===== src/ps2_mouse_packet_decoder_unit_macros.svh =====
// Assertion macros shared by the mouse packet decoder RTL.
// No dependencies; included by the modules that carry assertions.
`ifndef PS2_MOUSE_PACKET_DECODER_UNIT_MACROS_SVH
`define PS2_MOUSE_PACKET_DECODER_UNIT_MACROS_SVH

// Same-cycle implication, checked out of reset.
`define PMD_ASSERT_IMP(label, clk, rst, ante, cons) \
   label: assert property (@(posedge clk) disable iff (rst) (ante) |-> (cons)) \
      else $error("pmd assertion failed");

// Next-cycle implication, checked out of reset.
`define PMD_ASSERT_NEXT(label, clk, rst, ante, cons) \
   label: assert property (@(posedge clk) disable iff (rst) (ante) |=> (cons)) \
      else $error("pmd assertion failed");

`endif


===== src/pmd_pkg.sv =====
// Package for the mouse packet decoder: register indexes, reset values,
// event codes and the structs passed between the decoder modules. No dependencies.
`timescale 1ns / 1ps
`default_nettype none

package pmd_pkg;

   // Register indexes on the csr port
   localparam logic [1:0] CSR_WHEEL_MODE = 2'd0;
   localparam logic [1:0] CSR_X_MAX      = 2'd1;
   localparam logic [1:0] CSR_Y_MAX      = 2'd2;

   // Register and state reset values
   localparam logic [11:0] X_MAX_RESET = 12'd1023;
   localparam logic [11:0] Y_MAX_RESET = 12'd767;
   localparam logic [11:0] POS_X_RESET = 12'd512;
   localparam logic [11:0] POS_Y_RESET = 12'd384;

   // Last byte index of a packet
   localparam logic [1:0] LAST_IDX_STD   = 2'd2;
   localparam logic [1:0] LAST_IDX_WHEEL = 2'd3;

   // Button numbers reported with press and release
   localparam logic [2:0] BUTTON_ONE = 3'd1;
   localparam logic [2:0] BUTTON_TWO = 3'd2;

   // Event codes
   typedef enum logic [1:0] {
      KIND_MOVE    = 2'd0,
      KIND_PRESS   = 2'd1,
      KIND_RELEASE = 2'd2,
      KIND_SCROLL  = 2'd3
   } kind_type;

   // Configuration registers
   typedef struct packed {
      logic        wheel_mode;
      logic [11:0] x_max;
      logic [11:0] y_max;
   } cfg_type;

   // Pending events of one packet, in emit order
   typedef struct packed {
      logic move;
      logic btn1;
      logic btn2;
      logic scroll;
   } ev_mask_type;

   // One decoded packet
   typedef struct packed {
      ev_mask_type        mask;
      logic [2:0]         buttons;
      logic signed [7:0]  dx;
      logic signed [7:0]  dy;
      logic [11:0]        pos_x;
      logic [11:0]        pos_y;
      logic signed [3:0]  scroll;
      logic               btn1_press;
      logic               btn2_press;
   } pkt_type;

endpackage

`default_nettype wire


===== src/pmd_req_if.sv =====
// Byte channel into the mouse packet decoder: valid, ready and one data byte.
// No dependencies.
`timescale 1ns / 1ps
`default_nettype none

interface pmd_req_if;
   logic       valid;
   logic       ready;
   logic [7:0] data_byte;

   modport source (output valid, output data_byte, input ready);
   modport sink   (input valid, input data_byte, output ready);
endinterface

`default_nettype wire


===== src/pmd_rsp_if.sv =====
// Event channel out of the mouse packet decoder: valid, ready and one event.
// No dependencies.
`timescale 1ns / 1ps
`default_nettype none

interface pmd_rsp_if;
   logic              valid;
   logic              ready;
   logic [1:0]        event_kind;
   logic signed [7:0] delta_x;
   logic signed [7:0] delta_y;
   logic [11:0]       pos_x_out;
   logic [11:0]       pos_y_out;
   logic [2:0]        button_info;
   logic signed [3:0] scroll_step;
   logic              last_event;

   modport source (output valid, output event_kind, output delta_x, output delta_y,
                   output pos_x_out, output pos_y_out, output button_info,
                   output scroll_step, output last_event, input ready);
   modport sink   (input valid, input event_kind, input delta_x, input delta_y,
                   input pos_x_out, input pos_y_out, input button_info,
                   input scroll_step, input last_event, output ready);
endinterface

`default_nettype wire


===== src/pmd_assembler.sv =====
// Packet assembler: gathers bytes, decodes the completed packet, tracks
// position and buttons. Depends on pmd_pkg, pmd_req_if and the macro header.
`timescale 1ns / 1ps
`default_nettype none
`include "ps2_mouse_packet_decoder_unit_macros.svh"

module pmd_assembler import pmd_pkg::*; (
   input  logic    clock,
   input  logic    reset,
   input  cfg_type cfg,
   pmd_req_if.sink req,
   input  logic    pkt_ready,
   output logic    pkt_load,
   output pkt_type pkt
);

   logic [1:0]  byte_index_ff, byte_index_in;
   logic [7:0]  held0_ff, held1_ff, held2_ff;
   logic [11:0] pos_x_ff, pos_x_in;
   logic [11:0] pos_y_ff, pos_y_in;
   logic [1:0]  prev_buttons_ff, prev_buttons_in;

   logic              complete;
   logic              accept;
   logic [7:0]        b2;
   logic [7:0]        neg_b2;
   logic signed [13:0] sum_x;
   logic signed [13:0] sum_y;
   logic [2:0]        buttons;
   logic signed [3:0] scroll;

   // A byte at or past the last index of the current mode closes the packet
   assign complete  = byte_index_ff >= (cfg.wheel_mode ? LAST_IDX_WHEEL : LAST_IDX_STD);
   assign req.ready = !complete || pkt_ready;
   assign accept    = req.valid && req.ready;
   assign pkt_load  = accept && complete;

   // Decode the packet from held bytes and the closing byte
   assign b2      = cfg.wheel_mode ? held2_ff : req.data_byte;
   assign neg_b2  = 8'(8'd0 - b2);
   assign buttons = held0_ff[2:0];
   assign scroll  = cfg.wheel_mode ? $signed(req.data_byte[3:0]) : 4'sd0;
   assign sum_x   = $signed({2'b00, pos_x_ff}) + $signed({{6{held1_ff[7]}}, held1_ff});
   assign sum_y   = $signed({2'b00, pos_y_ff}) + $signed({{6{neg_b2[7]}}, neg_b2});

   // Clamp the new position to 0..max
   always_comb begin
      if (sum_x[13]) begin
         pos_x_in = 12'd0;
      end else if (sum_x[12:0] > {1'b0, cfg.x_max}) begin
         pos_x_in = cfg.x_max;
      end else begin
         pos_x_in = sum_x[11:0];
      end
      if (sum_y[13]) begin
         pos_y_in = 12'd0;
      end else if (sum_y[12:0] > {1'b0, cfg.y_max}) begin
         pos_y_in = cfg.y_max;
      end else begin
         pos_y_in = sum_y[11:0];
      end
   end

   // Build the event set
   always_comb begin
      pkt.buttons     = buttons;
      pkt.dx          = $signed(held1_ff);
      pkt.dy          = $signed(neg_b2);
      pkt.pos_x       = pos_x_in;
      pkt.pos_y       = pos_y_in;
      pkt.scroll      = scroll;
      pkt.btn1_press  = buttons[0];
      pkt.btn2_press  = buttons[1];
      pkt.mask.move   = (held1_ff != 8'd0) || (b2 != 8'd0);
      pkt.mask.btn1   = buttons[0] ^ prev_buttons_ff[0];
      pkt.mask.btn2   = buttons[1] ^ prev_buttons_ff[1];
      pkt.mask.scroll = scroll != 4'sd0;
   end

   // Advance the byte index, reset to zero on a closing byte
   always_comb begin
      byte_index_in   = byte_index_ff;
      prev_buttons_in = prev_buttons_ff;
      if (accept) begin
         if (complete) begin
            byte_index_in   = 2'd0;
            prev_buttons_in = buttons[1:0];
         end else begin
            byte_index_in = 2'(byte_index_ff + 2'd1);
         end
      end
   end

   // Hold control state and position
   always_ff @(posedge clock) begin
      if (reset) begin
         byte_index_ff   <= 2'd0;
         pos_x_ff        <= POS_X_RESET;
         pos_y_ff        <= POS_Y_RESET;
         prev_buttons_ff <= 2'd0;
      end else begin
         byte_index_ff   <= byte_index_in;
         prev_buttons_ff <= prev_buttons_in;
         if (pkt_load) begin
            pos_x_ff <= pos_x_in;
            pos_y_ff <= pos_y_in;
         end
      end
   end

   // Store the early bytes of the packet
   always_ff @(posedge clock) begin
      if (accept && !complete) begin
         case (byte_index_ff)
            2'd0:    held0_ff <= req.data_byte;
            2'd1:    held1_ff <= req.data_byte;
            default: held2_ff <= req.data_byte;
         endcase
      end
   end

   `PMD_ASSERT_NEXT(a_close_clears_index, clock, reset, pkt_load, byte_index_ff == 2'd0)
   `PMD_ASSERT_NEXT(a_store_advances, clock, reset, accept && !complete, byte_index_ff != 2'd0)
   `PMD_ASSERT_IMP(a_close_needs_slot, clock, reset, pkt_load, pkt_ready)

endmodule

`default_nettype wire


===== src/pmd_event_drain.sv =====
// Event drain: holds one decoded packet and emits its events into the result register
// one beat per cycle unless rsp stalls. Depends on pmd_pkg, pmd_rsp_if, macro header.
`timescale 1ns / 1ps
`default_nettype none
`include "ps2_mouse_packet_decoder_unit_macros.svh"

module pmd_event_drain import pmd_pkg::*; (
   input  logic      clock,
   input  logic      reset,
   input  logic      pkt_load,
   input  pkt_type   pkt,
   output logic      pkt_ready,
   pmd_rsp_if.source rsp
);

   pkt_type     pkt_ff;
   ev_mask_type mask_ff, mask_in;

   logic              rsp_valid_ff;
   kind_type          kind_ff, kind_in;
   logic signed [7:0] dx_ff, dx_in;
   logic signed [7:0] dy_ff, dy_in;
   logic [11:0]       pos_x_ff;
   logic [11:0]       pos_y_ff;
   logic [2:0]        info_ff, info_in;
   logic signed [3:0] scroll_ff, scroll_in;
   logic              last_ff;
   logic              advance;
   logic              emit;

   assign pkt_ready = mask_ff == '0;
   assign advance   = !rsp_valid_ff || rsp.ready;
   assign emit      = advance && (mask_ff != '0);

   // Pick the first pending event and drop it from the mask
   always_comb begin
      mask_in   = mask_ff;
      kind_in   = KIND_MOVE;
      dx_in     = 8'sd0;
      dy_in     = 8'sd0;
      info_in   = pkt_ff.buttons;
      scroll_in = 4'sd0;
      if (mask_ff.move) begin
         mask_in.move = 1'b0;
         dx_in        = pkt_ff.dx;
         dy_in        = pkt_ff.dy;
      end else if (mask_ff.btn1) begin
         mask_in.btn1 = 1'b0;
         kind_in      = pkt_ff.btn1_press ? KIND_PRESS : KIND_RELEASE;
         info_in      = BUTTON_ONE;
      end else if (mask_ff.btn2) begin
         mask_in.btn2 = 1'b0;
         kind_in      = pkt_ff.btn2_press ? KIND_PRESS : KIND_RELEASE;
         info_in      = BUTTON_TWO;
      end else begin
         mask_in.scroll = 1'b0;
         kind_in        = KIND_SCROLL;
         scroll_in      = pkt_ff.scroll;
      end
   end

   // Hold the packet and pending mask
   always_ff @(posedge clock) begin
      if (reset) begin
         mask_ff <= '0;
      end else if (pkt_load) begin
         mask_ff <= pkt.mask;
      end else if (emit) begin
         mask_ff <= mask_in;
      end
   end

   always_ff @(posedge clock) begin
      if (pkt_load) begin
         pkt_ff <= pkt;
      end
   end

   // Result register: load a beat when empty or taken
   always_ff @(posedge clock) begin
      if (reset) begin
         rsp_valid_ff <= 1'b0;
      end else if (advance) begin
         rsp_valid_ff <= emit;
      end
   end

   always_ff @(posedge clock) begin
      if (emit) begin
         kind_ff   <= kind_in;
         dx_ff     <= dx_in;
         dy_ff     <= dy_in;
         pos_x_ff  <= pkt_ff.pos_x;
         pos_y_ff  <= pkt_ff.pos_y;
         info_ff   <= info_in;
         scroll_ff <= scroll_in;
         last_ff   <= mask_in == '0;
      end
   end

   assign rsp.valid       = rsp_valid_ff;
   assign rsp.event_kind  = kind_ff;
   assign rsp.delta_x     = dx_ff;
   assign rsp.delta_y     = dy_ff;
   assign rsp.pos_x_out   = pos_x_ff;
   assign rsp.pos_y_out   = pos_y_ff;
   assign rsp.button_info = info_ff;
   assign rsp.scroll_step = scroll_ff;
   assign rsp.last_event  = last_ff;

   `PMD_ASSERT_IMP(a_load_into_empty, clock, reset, pkt_load, mask_ff == '0)
   `PMD_ASSERT_IMP(a_more_after_not_last, clock, reset, rsp_valid_ff && !last_ff,
                   mask_ff != '0)
   `PMD_ASSERT_NEXT(a_empty_stays, clock, reset, (mask_ff == '0) && !pkt_load,
                    mask_ff == '0)

endmodule

`default_nettype wire


===== src/ps2_mouse_packet_decoder_unit.sv =====
// A closing byte loads its packet into the drain's packet and mask registers; each
// event then enters the result register, one per cycle while the sink takes
// them. Throughput: one byte per cycle; a closing byte waits only while the previous
// packet still has events held in the drain stage (at most four, one per cycle).
// Reset is synchronous and active high: byte index 0, position (512, 384), buttons
// released, three-byte mode, clamp bounds 1023 and 767.
`timescale 1ns / 1ps
`default_nettype none

module ps2_mouse_packet_decoder_unit import pmd_pkg::*; (
   input  logic        clock,
   input  logic        reset,
   pmd_req_if.sink     req_bus,
   pmd_rsp_if.source   rsp_bus,
   input  logic        csr_we,
   input  logic [1:0]  csr_index,
   input  logic [11:0] csr_wdata
);

   cfg_type cfg_ff;
   logic    pkt_load;
   logic    pkt_ready;
   pkt_type pkt;

   // Configuration registers; unknown indexes are dropped
   always_ff @(posedge clock) begin
      if (reset) begin
         cfg_ff.wheel_mode <= 1'b0;
         cfg_ff.x_max      <= X_MAX_RESET;
         cfg_ff.y_max      <= Y_MAX_RESET;
      end else if (csr_we) begin
         unique case (csr_index)
            CSR_WHEEL_MODE: cfg_ff.wheel_mode <= csr_wdata[0];
            CSR_X_MAX:      cfg_ff.x_max      <= csr_wdata;
            CSR_Y_MAX:      cfg_ff.y_max      <= csr_wdata;
            default:        ;
         endcase
      end
   end

   pmd_assembler u_assembler (
      .clock     (clock),
      .reset     (reset),
      .cfg       (cfg_ff),
      .req       (req_bus),
      .pkt_ready (pkt_ready),
      .pkt_load  (pkt_load),
      .pkt       (pkt)
   );

   pmd_event_drain u_drain (
      .clock     (clock),
      .reset     (reset),
      .pkt_load  (pkt_load),
      .pkt       (pkt),
      .pkt_ready (pkt_ready),
      .rsp       (rsp_bus)
   );

endmodule

`default_nettype wire

===== src/flat_wrapper.sv =====
// flat-port wrapper written by rule: the top's interface ports become plain ports
module ps2_mouse_packet_decoder_unit_flat import pmd_pkg::*;
  (clock, reset, csr_we, csr_index, csr_wdata, req_bus_valid, req_bus_data_byte, req_bus_ready, rsp_bus_valid, rsp_bus_event_kind, rsp_bus_delta_x, rsp_bus_delta_y, rsp_bus_pos_x_out, rsp_bus_pos_y_out, rsp_bus_button_info, rsp_bus_scroll_step, rsp_bus_last_event, rsp_bus_ready);
  pmd_req_if req_bus_i ();
  pmd_rsp_if rsp_bus_i ();
  input  logic clock;
  input  logic reset;
  input  logic csr_we;
  input  logic [1:0] csr_index;
  input  logic [11:0] csr_wdata;
  input wire logic [$bits(req_bus_i.valid)-1:0] req_bus_valid;
  input wire logic [$bits(req_bus_i.data_byte)-1:0] req_bus_data_byte;
  output wire logic [$bits(req_bus_i.ready)-1:0] req_bus_ready;
  output wire logic [$bits(rsp_bus_i.valid)-1:0] rsp_bus_valid;
  output wire logic [$bits(rsp_bus_i.event_kind)-1:0] rsp_bus_event_kind;
  output wire logic [$bits(rsp_bus_i.delta_x)-1:0] rsp_bus_delta_x;
  output wire logic [$bits(rsp_bus_i.delta_y)-1:0] rsp_bus_delta_y;
  output wire logic [$bits(rsp_bus_i.pos_x_out)-1:0] rsp_bus_pos_x_out;
  output wire logic [$bits(rsp_bus_i.pos_y_out)-1:0] rsp_bus_pos_y_out;
  output wire logic [$bits(rsp_bus_i.button_info)-1:0] rsp_bus_button_info;
  output wire logic [$bits(rsp_bus_i.scroll_step)-1:0] rsp_bus_scroll_step;
  output wire logic [$bits(rsp_bus_i.last_event)-1:0] rsp_bus_last_event;
  input wire logic [$bits(rsp_bus_i.ready)-1:0] rsp_bus_ready;
  assign req_bus_i.valid = req_bus_valid;
  assign req_bus_i.data_byte = req_bus_data_byte;
  assign req_bus_ready = req_bus_i.ready;
  assign rsp_bus_valid = rsp_bus_i.valid;
  assign rsp_bus_event_kind = rsp_bus_i.event_kind;
  assign rsp_bus_delta_x = rsp_bus_i.delta_x;
  assign rsp_bus_delta_y = rsp_bus_i.delta_y;
  assign rsp_bus_pos_x_out = rsp_bus_i.pos_x_out;
  assign rsp_bus_pos_y_out = rsp_bus_i.pos_y_out;
  assign rsp_bus_button_info = rsp_bus_i.button_info;
  assign rsp_bus_scroll_step = rsp_bus_i.scroll_step;
  assign rsp_bus_last_event = rsp_bus_i.last_event;
  assign rsp_bus_i.ready = rsp_bus_ready;
  ps2_mouse_packet_decoder_unit u_core (.clock(clock), .reset(reset), .req_bus(req_bus_i), .rsp_bus(rsp_bus_i), .csr_we(csr_we), .csr_index(csr_index), .csr_wdata(csr_wdata));
endmodule

===== config.mk =====
export PLATFORM = sky130hd
export DESIGN_NAME = ps2_mouse_packet_decoder_unit_flat
export DESIGN_NICKNAME = d
export VERILOG_FILES = /design/src/pmd_pkg.sv /design/src/pmd_req_if.sv /design/src/pmd_rsp_if.sv /design/src/pmd_assembler.sv /design/src/pmd_event_drain.sv /design/src/ps2_mouse_packet_decoder_unit.sv /design/src/flat_wrapper.sv
export VERILOG_INCLUDE_DIRS = /design/src /design/src/src
export SDC_FILE = /design/constraint.sdc
export NUM_CORES = 1
export LEC_CHECK = 0
export ABC_AREA = 1
export BUFFER_PORTS_ARGS = -buffer_cell sky130_fd_sc_hd__buf_2
export CAP_MARGIN = 20
export CORE_MARGIN = 5
export CORE_UTILIZATION = 54
export DETAILED_ROUTE_END_ITERATION = 7
export PLACE_DENSITY = 0.75
export SYNTH_ARGS = -nofsm -noshare
export SYNTH_HDL_FRONTEND = slang
export SYNTH_SLANG_ARGS = --single-unit
export TNS_END_PERCENT = 1

===== constraint.sdc =====
create_clock -name clock -period 3.9 [get_ports clock]
set_input_delay 0.585 -clock clock [delete_from_list [all_inputs] [get_ports clock]]
set_output_delay 0.585 -clock clock [all_outputs]
set_load 0.005 [all_outputs]

==> results of run 1 <==
-- worst min path at each step --
| stage | startpoint | end | cells after the start |
|---|---|---|---|
| floorplan | u_core.u_assembler.held0_ff[2] | u_core.u_drain.pkt_ff[48] | 0 |
| global placement | u_core.u_drain.pkt_ff[23] | u_core.u_drain.rsp.pos_x_out[5] | 0 |
| detailed placement | u_core.u_drain.pkt_ff[22] | u_core.u_drain.rsp.pos_x_out[4] | 0 |
| CTS | req_bus_data_byte[7] | u_core.u_assembler.held2_ff[7] | 1 |
| global route | req_bus_data_byte[7] | u_core.u_assembler.held2_ff[7] | 1 |
| finish | req_bus_data_byte[7] | u_core.u_assembler.held1_ff[7] | 1 |
-- sequential cells by signal (all words and copies together) (netlist names) --
signal and cells:
u_core.u_drain.rsp.scroll_step 4, u_core.u_assembler.held2_ff 8, u_core.u_drain.rsp.last_event 1, u_core.u_drain.rsp.button_info 3, u_core.u_drain.mask_ff 4, u_core.u_drain.rsp.event_kind 2
u_core.cfg_ff 25, u_core.u_drain.rsp.delta_y 8, u_core.u_drain.rsp.delta_x 8, u_core.u_drain.rsp.valid 1, u_core.u_assembler.prev_buttons_ff 2, u_core.u_assembler.pos_y_ff 12
u_core.u_assembler.held1_ff 8, u_core.u_drain.rsp.pos_y_out 12, u_core.u_assembler.pos_x_ff 12, u_core.u_drain.rsp.pos_x_out 12, u_core.u_assembler.byte_index_ff 2, u_core.u_assembler.held0_ff 3
u_core.u_drain.pkt_ff 47
-- worst max-delay path: cells and delay by family (launching register included) --
kind / cells / cell delay, ns
buffers and inverters: 4 / 0.36
adder cells (fa/ha/maj): 3 / 0.80
AND/OR/NAND/NOR: 12 / 1.90
flip-flops: 1 / 0.37
AO/OA/AOI/OAI: 1 / 0.08
XOR/XNOR: 2 / 0.34
-- area by class of cell --
cell class / instances / area (um^2) / share of cell area
clock buffers: 18 / 429.2 / 0.04050
clock inverters: 14 / 155.1 / 0.01464
inverters: 153 / 575.6 / 0.05432
multi-input cells: 558 / 3521 / 0.3323
flip-flops and latches: 174 / 4646 / 0.4384
well taps: 216 / 270.3 / 0.02550
repair buffers: 157 / 999.7 / 0.09434
-- cells by family after synthesis --
family                     Yosys count  synth area share
DFF                                174            0.5354
adders and majority gates           59           0.08683
xor gates and xnor gates            29           0.03144
AOI/OAI and AO/OA                  144           0.09505
and+or+nand+nor                    326            0.1708
buffers and inverters              178           0.08048
-- layer usage --
metal,part of all wire,routed length (um)
met1,0.45,8583
met2,0.48,9212
met3,0.051,987
met4,0.020,388
met5,0,0
-- through the flow --
| step | hold WS, ns | cell area (um^2) | utilization |
|---|---|---|---|
| 2_1_floorplan | 0.4003 | 8721 | - |
| 3_3_place_gp | 0.4005 | 9814 | 0.6201 |
| 3_5_place_dp | 0.4054 | 9814 | 0.6201 |
| 4_1_cts | 0.3583 | 10470 | 0.6617 |
| 5_1_grt | 0.3600 | 10600 | 0.6695 |
| 6_report | 0.3662 | 10600 | 0.6695 |
-- cells in the mapped netlist, drive strengths merged, types with 2 or more instances --
master | n | area (um^2)
nand4 | 3 | 18.77
nor4 | 3 | 18.77
nand3b | 10 | 78.82
edfxtp | 116 | 3483
nand3 | 65 | 365.3
xnor2 | 12 | 105.1
nor2 | 56 | 217.7
fa | 2 | 40.04
o211ai | 19 | 142.6
dfxtp | 58 | 1161
buf | 7 | 56.30
xor2 | 17 | 167.7
a31oi | 2 | 12.51
inv | 153 | 574.3
clkbuf | 18 | 67.56
a21o | 3 | 22.52
o21ai | 52 | 264.0
or2 | 4 | 25.03
nand2 | 175 | 701.9
a21oi | 63 | 345.3
nor3 | 8 | 40.04
ha | 57 | 713.2
-- power breakdown --
part | switching [mW] | internal, mW
logic | 0.772 | 0.528
clock network | 0.734 | 0.955
registers | 0.0548 | 2.15
-- timing repair --
item	CTS	global route
gates resized for setup	9	22
setup buffers	4	5
endpoints found under the setup margin	24	24
pin swaps	3	9
hold buffers	0	0
==> summary.txt, run 1 <==
Yosys
  • Share of flip-flops with an asynchronous set or reset after synthesis: 0
  • Cell Area, Synth: roughly 8700 um^2
  • Mean post-synth cell area: between 9 and 10 um^2
  • Number of library cell types mapped by synthesis: 43
  • Net Count, Synth: around 1000
  • Number of standard cells after synthesis: 910
  • Top FF cell, synth: sky130_fd_sc_hd__edfxtp_1
  • Yosys warning total: 0
  • Fraction of the yosys area taken by sequential cells: 0.5354
  • Flip-flop and latch count after synthesis: 174
  • Number of synthesized flops with an enable pin: 116

Layout
  • Most frequent standard cell in the layout excluding fill and tap cells: sky130_fd_sc_hd__nand2_1
  • Area growth from synthesis to layout: 22.15%
  • Antenna Diode Count: 0
  • NumNets Final: 1147
  • Leading cell types in the layout, fill and taps excluded: sky130_fd_sc_hd__nand2_1, sky130_fd_sc_hd__inv_1, sky130_fd_sc_hd__edfxtp_1
  • Fillcell total: between 1000 and 1500
  • Number of standard cells in the layout, taps in and fillers out: ~1300
  • Layout cells sized above 1: 0.2402

Power
  • Power Dens Cells: about 490 nW/um^2
  • Static leakage: ~5 nW
  • Power after layout: 5.194 mW
  • Worst vdd ir: roughly 0.35 mV

Critical path
  • Slack of the worst reg-to-reg path: -0.19 ns
  • End point of the critical path: u_core.u_drain.pkt_ff[12]
  • Data arrival time of the worst path: 4.28 ns
  • Endpoint of the worst register-to-register path: u_core.u_drain.pkt_ff[12]
  • Endpoint type of the worst setup path: flip-flop
  • Kind of critical path: reg -> reg
  • Critical Path Source: u_core.u_assembler.held2_ff[0]
  • Startpoint class of the critical path: flip-flop
  • Crit path max fanout: 9
  • Worst path most repeated cell: sky130_fd_sc_hd__nand3_1
  • Series of cell instances along the critical path: or2_0 > o21ai_2 > ha_2 > nor3b_4 > nand3_2 > xnor2_1 > inv_1 > ha_4 > nand2_2 > nor2_1 > nand3_1 > nand3_1 > xor2_1 > inv_1 > ha_1 > nand3_1 > or4_1 > nand2_2 > buf_6 > nand3_1 > nand3_2 > inv_1
  • Largest stage delay, worst path: 0.41 ns
  • Critical path's slowest cell: sky130_fd_sc_hd__or4_1
  • Worst reg2reg startpoint: u_core.u_assembler.held2_ff[0]
  • Data required time at the worst endpoint: ~4.1 ns
  • Worst R2R Path Depth: 22

Clock tree
  • Number of buffers between clock root and the deepest sink: 2
  • Clk pin slew, worst setup/hold paths: roughly 0.07 ns
  • Count of H-tree levels built during CTS: 4
  • TritonCTS Sinks: around 170
  • CTS tree: built
  • CTS Buf Count: 17
  • Clock insertion delay at the later pin of the skew report: between 0.4 and 0.5 ns
  • Clock root buffer: sky130_fd_sc_hd__clkbuf_16

STA
  • Final-report setup violation count: 24
  • Worst clock skew: between 0.007 and 0.008 ns
  • Total negative slack for setup checks: -2.793 ns
  • Unrepaired setup endpoints after global routing: yes
  • Maximum clock rate: 244.4 MHz
  • Max-slew violation count: 0
  • Slew Limit Headroom: 0.4545
  • Number of hold violations in the final report: 0
  • Minimum clock period after layout: a little over 4 ns
  • Final worst slack: -0.1918 ns
  • Final worst-path cycle share: 1.049
  • Worst Max-Slew Pin Slew: 0.8155 ns

Detailed routing
  • DR vias: between 6000 and 7000
  • Remaining routing DRC violations: 0
  • Post-Route WL: 19.17 mm
  • Via density: approximately 5.1
  • Post-route ant nets: 0
  • Pre-Repair DR Iteration Count: 5
  • Number of violations reported at the end of detailed-routing iteration 0: approximately 420
  • Routed wirelength normalized by instance count: 14.86 um

Die
  • Overall die area: roughly 19000 um^2
  • Core outline area: between 15000 and 20000 um^2
  • Starting Density: 0.5481
  • Number of core rows: 46
  • Number of top-level pins: 79
  • Die width: between 100 and 150 um
  • DIE HEIGHT: ~140 um

Place
  • Global placer's final weighted congestion: about 0.89
  • Number of port buffers: approximately 80
  • Post-place setup slack: -0.3672 ns
  • Cell count after placement: 1249
  • Dpl hpwl: around 14 mm

Global routing
  • First-pass GRT wire length: approximately 31 mm
  • Pin count of the biggest net entering global routing: 48
  • Most crowded layer after global routing: met2
  • Grt met1 use: 0.2852
  • Vias in the first global route: roughly 6200
  • GR Overflow Total: 0
  • Met3 routing resource usage after global routing: 0.04118
  • Antenna violations before repair: 0
  • Met2 usage: 0.3469
  • All-Layer GR Usage: 0.2123

Job
  • Max-cap check violation count: 0

Outcome
  • Violations in the final reports: negative setup slack
  • Result of the run: finished, violations left

Worst hold path
  • Min-delay worst type: in -> reg
No activity file was read; power rests on OpenSTA's default activity.
==> run 2, diff against run 1 <==
--- a/config.mk
+++ b/config.mk
@@ -10,9 +10,9 @@
 export BUFFER_PORTS_ARGS = -buffer_cell sky130_fd_sc_hd__buf_2
 export CAP_MARGIN = 20
 export CORE_MARGIN = 5
-export CORE_UTILIZATION = 54
+export CORE_UTILIZATION = 58
 export DETAILED_ROUTE_END_ITERATION = 7
-export PLACE_DENSITY = 0.75
+export PLACE_DENSITY = 0.77
 export SYNTH_ARGS = -nofsm -noshare
 export SYNTH_HDL_FRONTEND = slang
 export SYNTH_SLANG_ARGS = --single-unit
==> constraint.sdc (replaced) <==
create_clock -name clock -period 5.2 [get_ports clock]
set_input_delay 0.78 -clock clock [delete_from_list [all_inputs] [get_ports clock]]
set_output_delay 0.78 -clock clock [all_outputs]
set_load 0.005 [all_outputs]
==> run 2 against run 1 <==
Effect of this change: the flow now finishes without violations; register-to-register slack better by 0.71 ns; fmax shrank 13%; setup slack better by 0.71 ns; cell area fell by 6.9%; combinational power shrank 39%; final cell count decreased by 7.8%; total power down 29%; global-route usage down 0.34 points; hold slack gained 0.052 ns; clock skew about the same; wire length fell by 6.4%; highest routed layer unchanged.
==> summary.txt, run 2 (synthesized netlist as in run 1, its figures left out) <==
Critical path
  • Data arrival time of the worst path: ~4.9 ns
  • Startpoint class of the critical path: flip-flop
  • Kind of critical path: reg -> reg
  • Endpoint type of the worst setup path: flip-flop
  • Data required time at the worst endpoint: 5.39 ns
  • Crit path max fanout: 7

Layout
  • Layout cells sized above 1: 0.1572
  • Number of standard cells in the layout, taps in and fillers out: between 1000 and 1500
  • Leading cell types in the layout, fill and taps excluded: sky130_fd_sc_hd__nand2_1, sky130_fd_sc_hd__inv_1, sky130_fd_sc_hd__edfxtp_1
  • Fillcell total: roughly 1100
  • Max FFs per register: 47
  • Antenna Diode Count: 0
  • Area growth from synthesis to layout: 13.67%
  • Final design area excluding fillers: 9861 um^2
  • Most frequent standard cell in the layout excluding fill and tap cells: sky130_fd_sc_hd__nand2_1
  • Top Registers: u_core.u_drain.pkt_ff: 47 flops, u_core.cfg_ff: 25 flops
  • Register with the most flip-flops: u_core.u_drain.pkt_ff
  • NumNets Final: 1078

Power
  • Power Dens Cells: 376.2 nW/um^2
  • Static leakage: between 4 and 5 nW
  • Proportion of power drawn by combinational gates: 0.212
  • Internal Pwr Total: approximately 2.6 mW
  • Fraction of power consumed by the clock network: 0.341
  • Net switching power: approximately 1.1 mW
  • Worst vdd ir: between 0.2 and 0.25 mV
  • Switching share of power: 0.2998
  • Sequential share of power: 0.446

Place
  • Number of port buffers: 78
  • Global placer's final weighted congestion: 0.8879
  • Cell Area, Placed: just over 9000 um^2
  • Dpl hpwl: ~13 mm
  • Cell count after placement: between 1000 and 1500

Global routing
  • First-pass GRT wire length: roughly 30 mm
  • Pin count of the biggest net entering global routing: between 50 and 60
  • Antenna violations before repair: 0
  • Vias in the first global route: about 6000
  • GR Overflow Total: 0
  • All-Layer GR Usage: 0.2089

Clock tree
  • CTS tree: built
  • TritonCTS Sinks: 174
  • CTS Buf Count: 17
  • Hold buffer count at CTS: 0
  • Count of H-tree levels built during CTS: 4
  • Clock root buffer: sky130_fd_sc_hd__clkbuf_16
  • Number of buffers between clock root and the deepest sink: 2
  • Clk pin slew, worst setup/hold paths: 0.06 ns
  • Clock insertion delay at the later pin of the skew report: 0.43 ns

STA
  • Maximum clock rate: around 210 MHz
  • Worst clock skew: just under 0.008 ns
  • Final-report setup violation count: 0
  • Number of hold violations in the final report: 0
  • Minimum clock period after layout: roughly 4.7 ns
  • Final worst-path cycle share: 0.8999
  • Worst Max-Slew Pin Slew: roughly 1.0 ns
  • Slew Limit Headroom: 0.3012
  • Unrepaired setup endpoints after global routing: no
  • Max-slew violation count: 0
  • Total negative slack for setup checks: 0 ns

Die
  • Starting Density: 0.5946
  • DIE HEIGHT: 132.3 um
  • Number of core rows: 44
  • Number of top-level pins: slightly below 80
  • Overall die area: approximately 18000 um^2
  • Die width: approximately 130 um
  • Core outline area: roughly 15000 um^2

Job
  • Max-cap check violation count: 0

Detailed routing
  • Post-Route WL: between 15 and 20 mm
  • Remaining routing DRC violations: 0
  • Number of violations reported at the end of detailed-routing iteration 0: between 500 and 600
  • DR vias: 6241
  • Via density: between 5 and 6
  • Routed wirelength normalized by instance count: 15.09 um
  • Pre-Repair DR Iteration Count: 8
  • Post-route ant nets: 0

Worst hold path
  • Min-delay worst type: reg -> reg

Outcome
  • Result of the run: finished clean
[run 2: cell types whose count changed in the layout (fill, tap and decap cells not counted), moves of 4 or more]
cell	previous run	this run
sky130_fd_sc_hd__nor2_1	51	55
sky130_fd_sc_hd__buf_4	77	8
sky130_fd_sc_hd__nand2_1	156	161
sky130_fd_sc_hd__ha_4	4	0
sky130_fd_sc_hd__a21oi_2	13	8
sky130_fd_sc_hd__a21oi_1	49	54
sky130_fd_sc_hd__ha_1	52	57
sky130_fd_sc_hd__nor2_2	4	0
sky130_fd_sc_hd__nand2_2	16	11
sky130_fd_sc_hd__o21ai_0	43	48
[run 2: stage by stage]
step | hold slack (ns) | util | setup slack [ns] | power (mW)
floorplan | 0.4003 | - | 0.8047 | 2.258
global placement | 0.4007 | 0.6343 | 0.4398 | 2.446
detailed placement | 0.4045 | 0.6343 | 0.2256 | 2.462
CTS | 0.4188 | 0.6744 | 0.5030 | 3.723
global route | 0.4239 | 0.6759 | 0.06413 | 3.904
finish | 0.4181 | 0.6759 | 0.5203 | 3.710
[run 2: worst paths after layout]
kind / startpoint / end / slack [ns] / depth (start not counted)
worst max-delay path: u_core.cfg_ff[24] / u_core.u_drain.pkt_ff[7] / 0.52 / 23
worst min-delay path: u_core.u_drain.pkt_ff[18] / u_core.u_drain.rsp.pos_x_out[0] / 0.42 / 0
worst max register to register: u_core.cfg_ff[24] / u_core.u_drain.pkt_ff[7] / 0.52 / 23
worst min register to register: u_core.u_drain.pkt_ff[18] / u_core.u_drain.rsp.pos_x_out[0] / 0.42 / 0
[run 2: final cells by class]
class                   count  area, um^2  share of cell area
repair buffers             88       466.7             0.04733
clock inverters            14       156.4             0.01586
flip-flops and latches    174        4644              0.4710
inverters                 153       575.6             0.05837
multi-input cells         558        3358              0.3406
well taps                 184       230.2             0.02335
clock buffers              18       429.2             0.04352
[run 2: power by group through the flow]
| stage | clock (mW) | combinational [mW] | sequential, mW |
|---|---|---|---|
| final | 1.27 | 0.787 | 1.66 |
| after global routing | 1.35 | 0.894 | 1.67 |
| after CTS | 1.28 | 0.782 | 1.66 |
| after detailed placement | 0 | 0.776 | 1.69 |
| after global placement | 0 | 0.763 | 1.68 |
| after floorplan | 0 | 0.574 | 1.68 |
[run 2: critical path, cell delays in order, from the launching register on]
cell	delay, ns
sky130_fd_sc_hd__dfxtp_1	0.39
sky130_fd_sc_hd__inv_2	0.10
sky130_fd_sc_hd__or2_0	0.22
sky130_fd_sc_hd__o21ai_2	0.11
sky130_fd_sc_hd__ha_1	0.21
sky130_fd_sc_hd__nor3b_1	0.31
sky130_fd_sc_hd__nand3_1	0.19
sky130_fd_sc_hd__xnor2_1	0.19
sky130_fd_sc_hd__inv_1	0.08
sky130_fd_sc_hd__ha_1	0.34
sky130_fd_sc_hd__nand2_1	0.11
sky130_fd_sc_hd__o21ai_0	0.25
sky130_fd_sc_hd__nand2_1	0.08
sky130_fd_sc_hd__nand3_1	0.12
sky130_fd_sc_hd__xor2_1	0.22
sky130_fd_sc_hd__inv_1	0.07
sky130_fd_sc_hd__ha_1	0.30
sky130_fd_sc_hd__nand3_1	0.07
sky130_fd_sc_hd__or4_1	0.40
sky130_fd_sc_hd__nand2_1	0.23
sky130_fd_sc_hd__buf_4	0.21
sky130_fd_sc_hd__nand3_1	0.10
sky130_fd_sc_hd__nand3_2	0.10
sky130_fd_sc_hd__inv_1	0.04
[run 2: timing repair]
| action | 4_1_cts | 5_1_grt |
|---|---|---|
| buffers inserted | 0 | 0 |
| endpoints found under the setup margin | 0 | 2 |
| hold endpoints to repair | 0 | 0 |
| resized for setup | 0 | 1 |
[run 2: layer usage]
layer,routed length [um],vias up,global-route usage,part of all wire
met5,0,-,0,0
met1,8367,2860,0.2894,0.47
li1,-,3188,-,-
met4,454,0,0.07353,0.025
met2,8236,160,0.3234,0.46
met3,880,33,0.05000,0.049
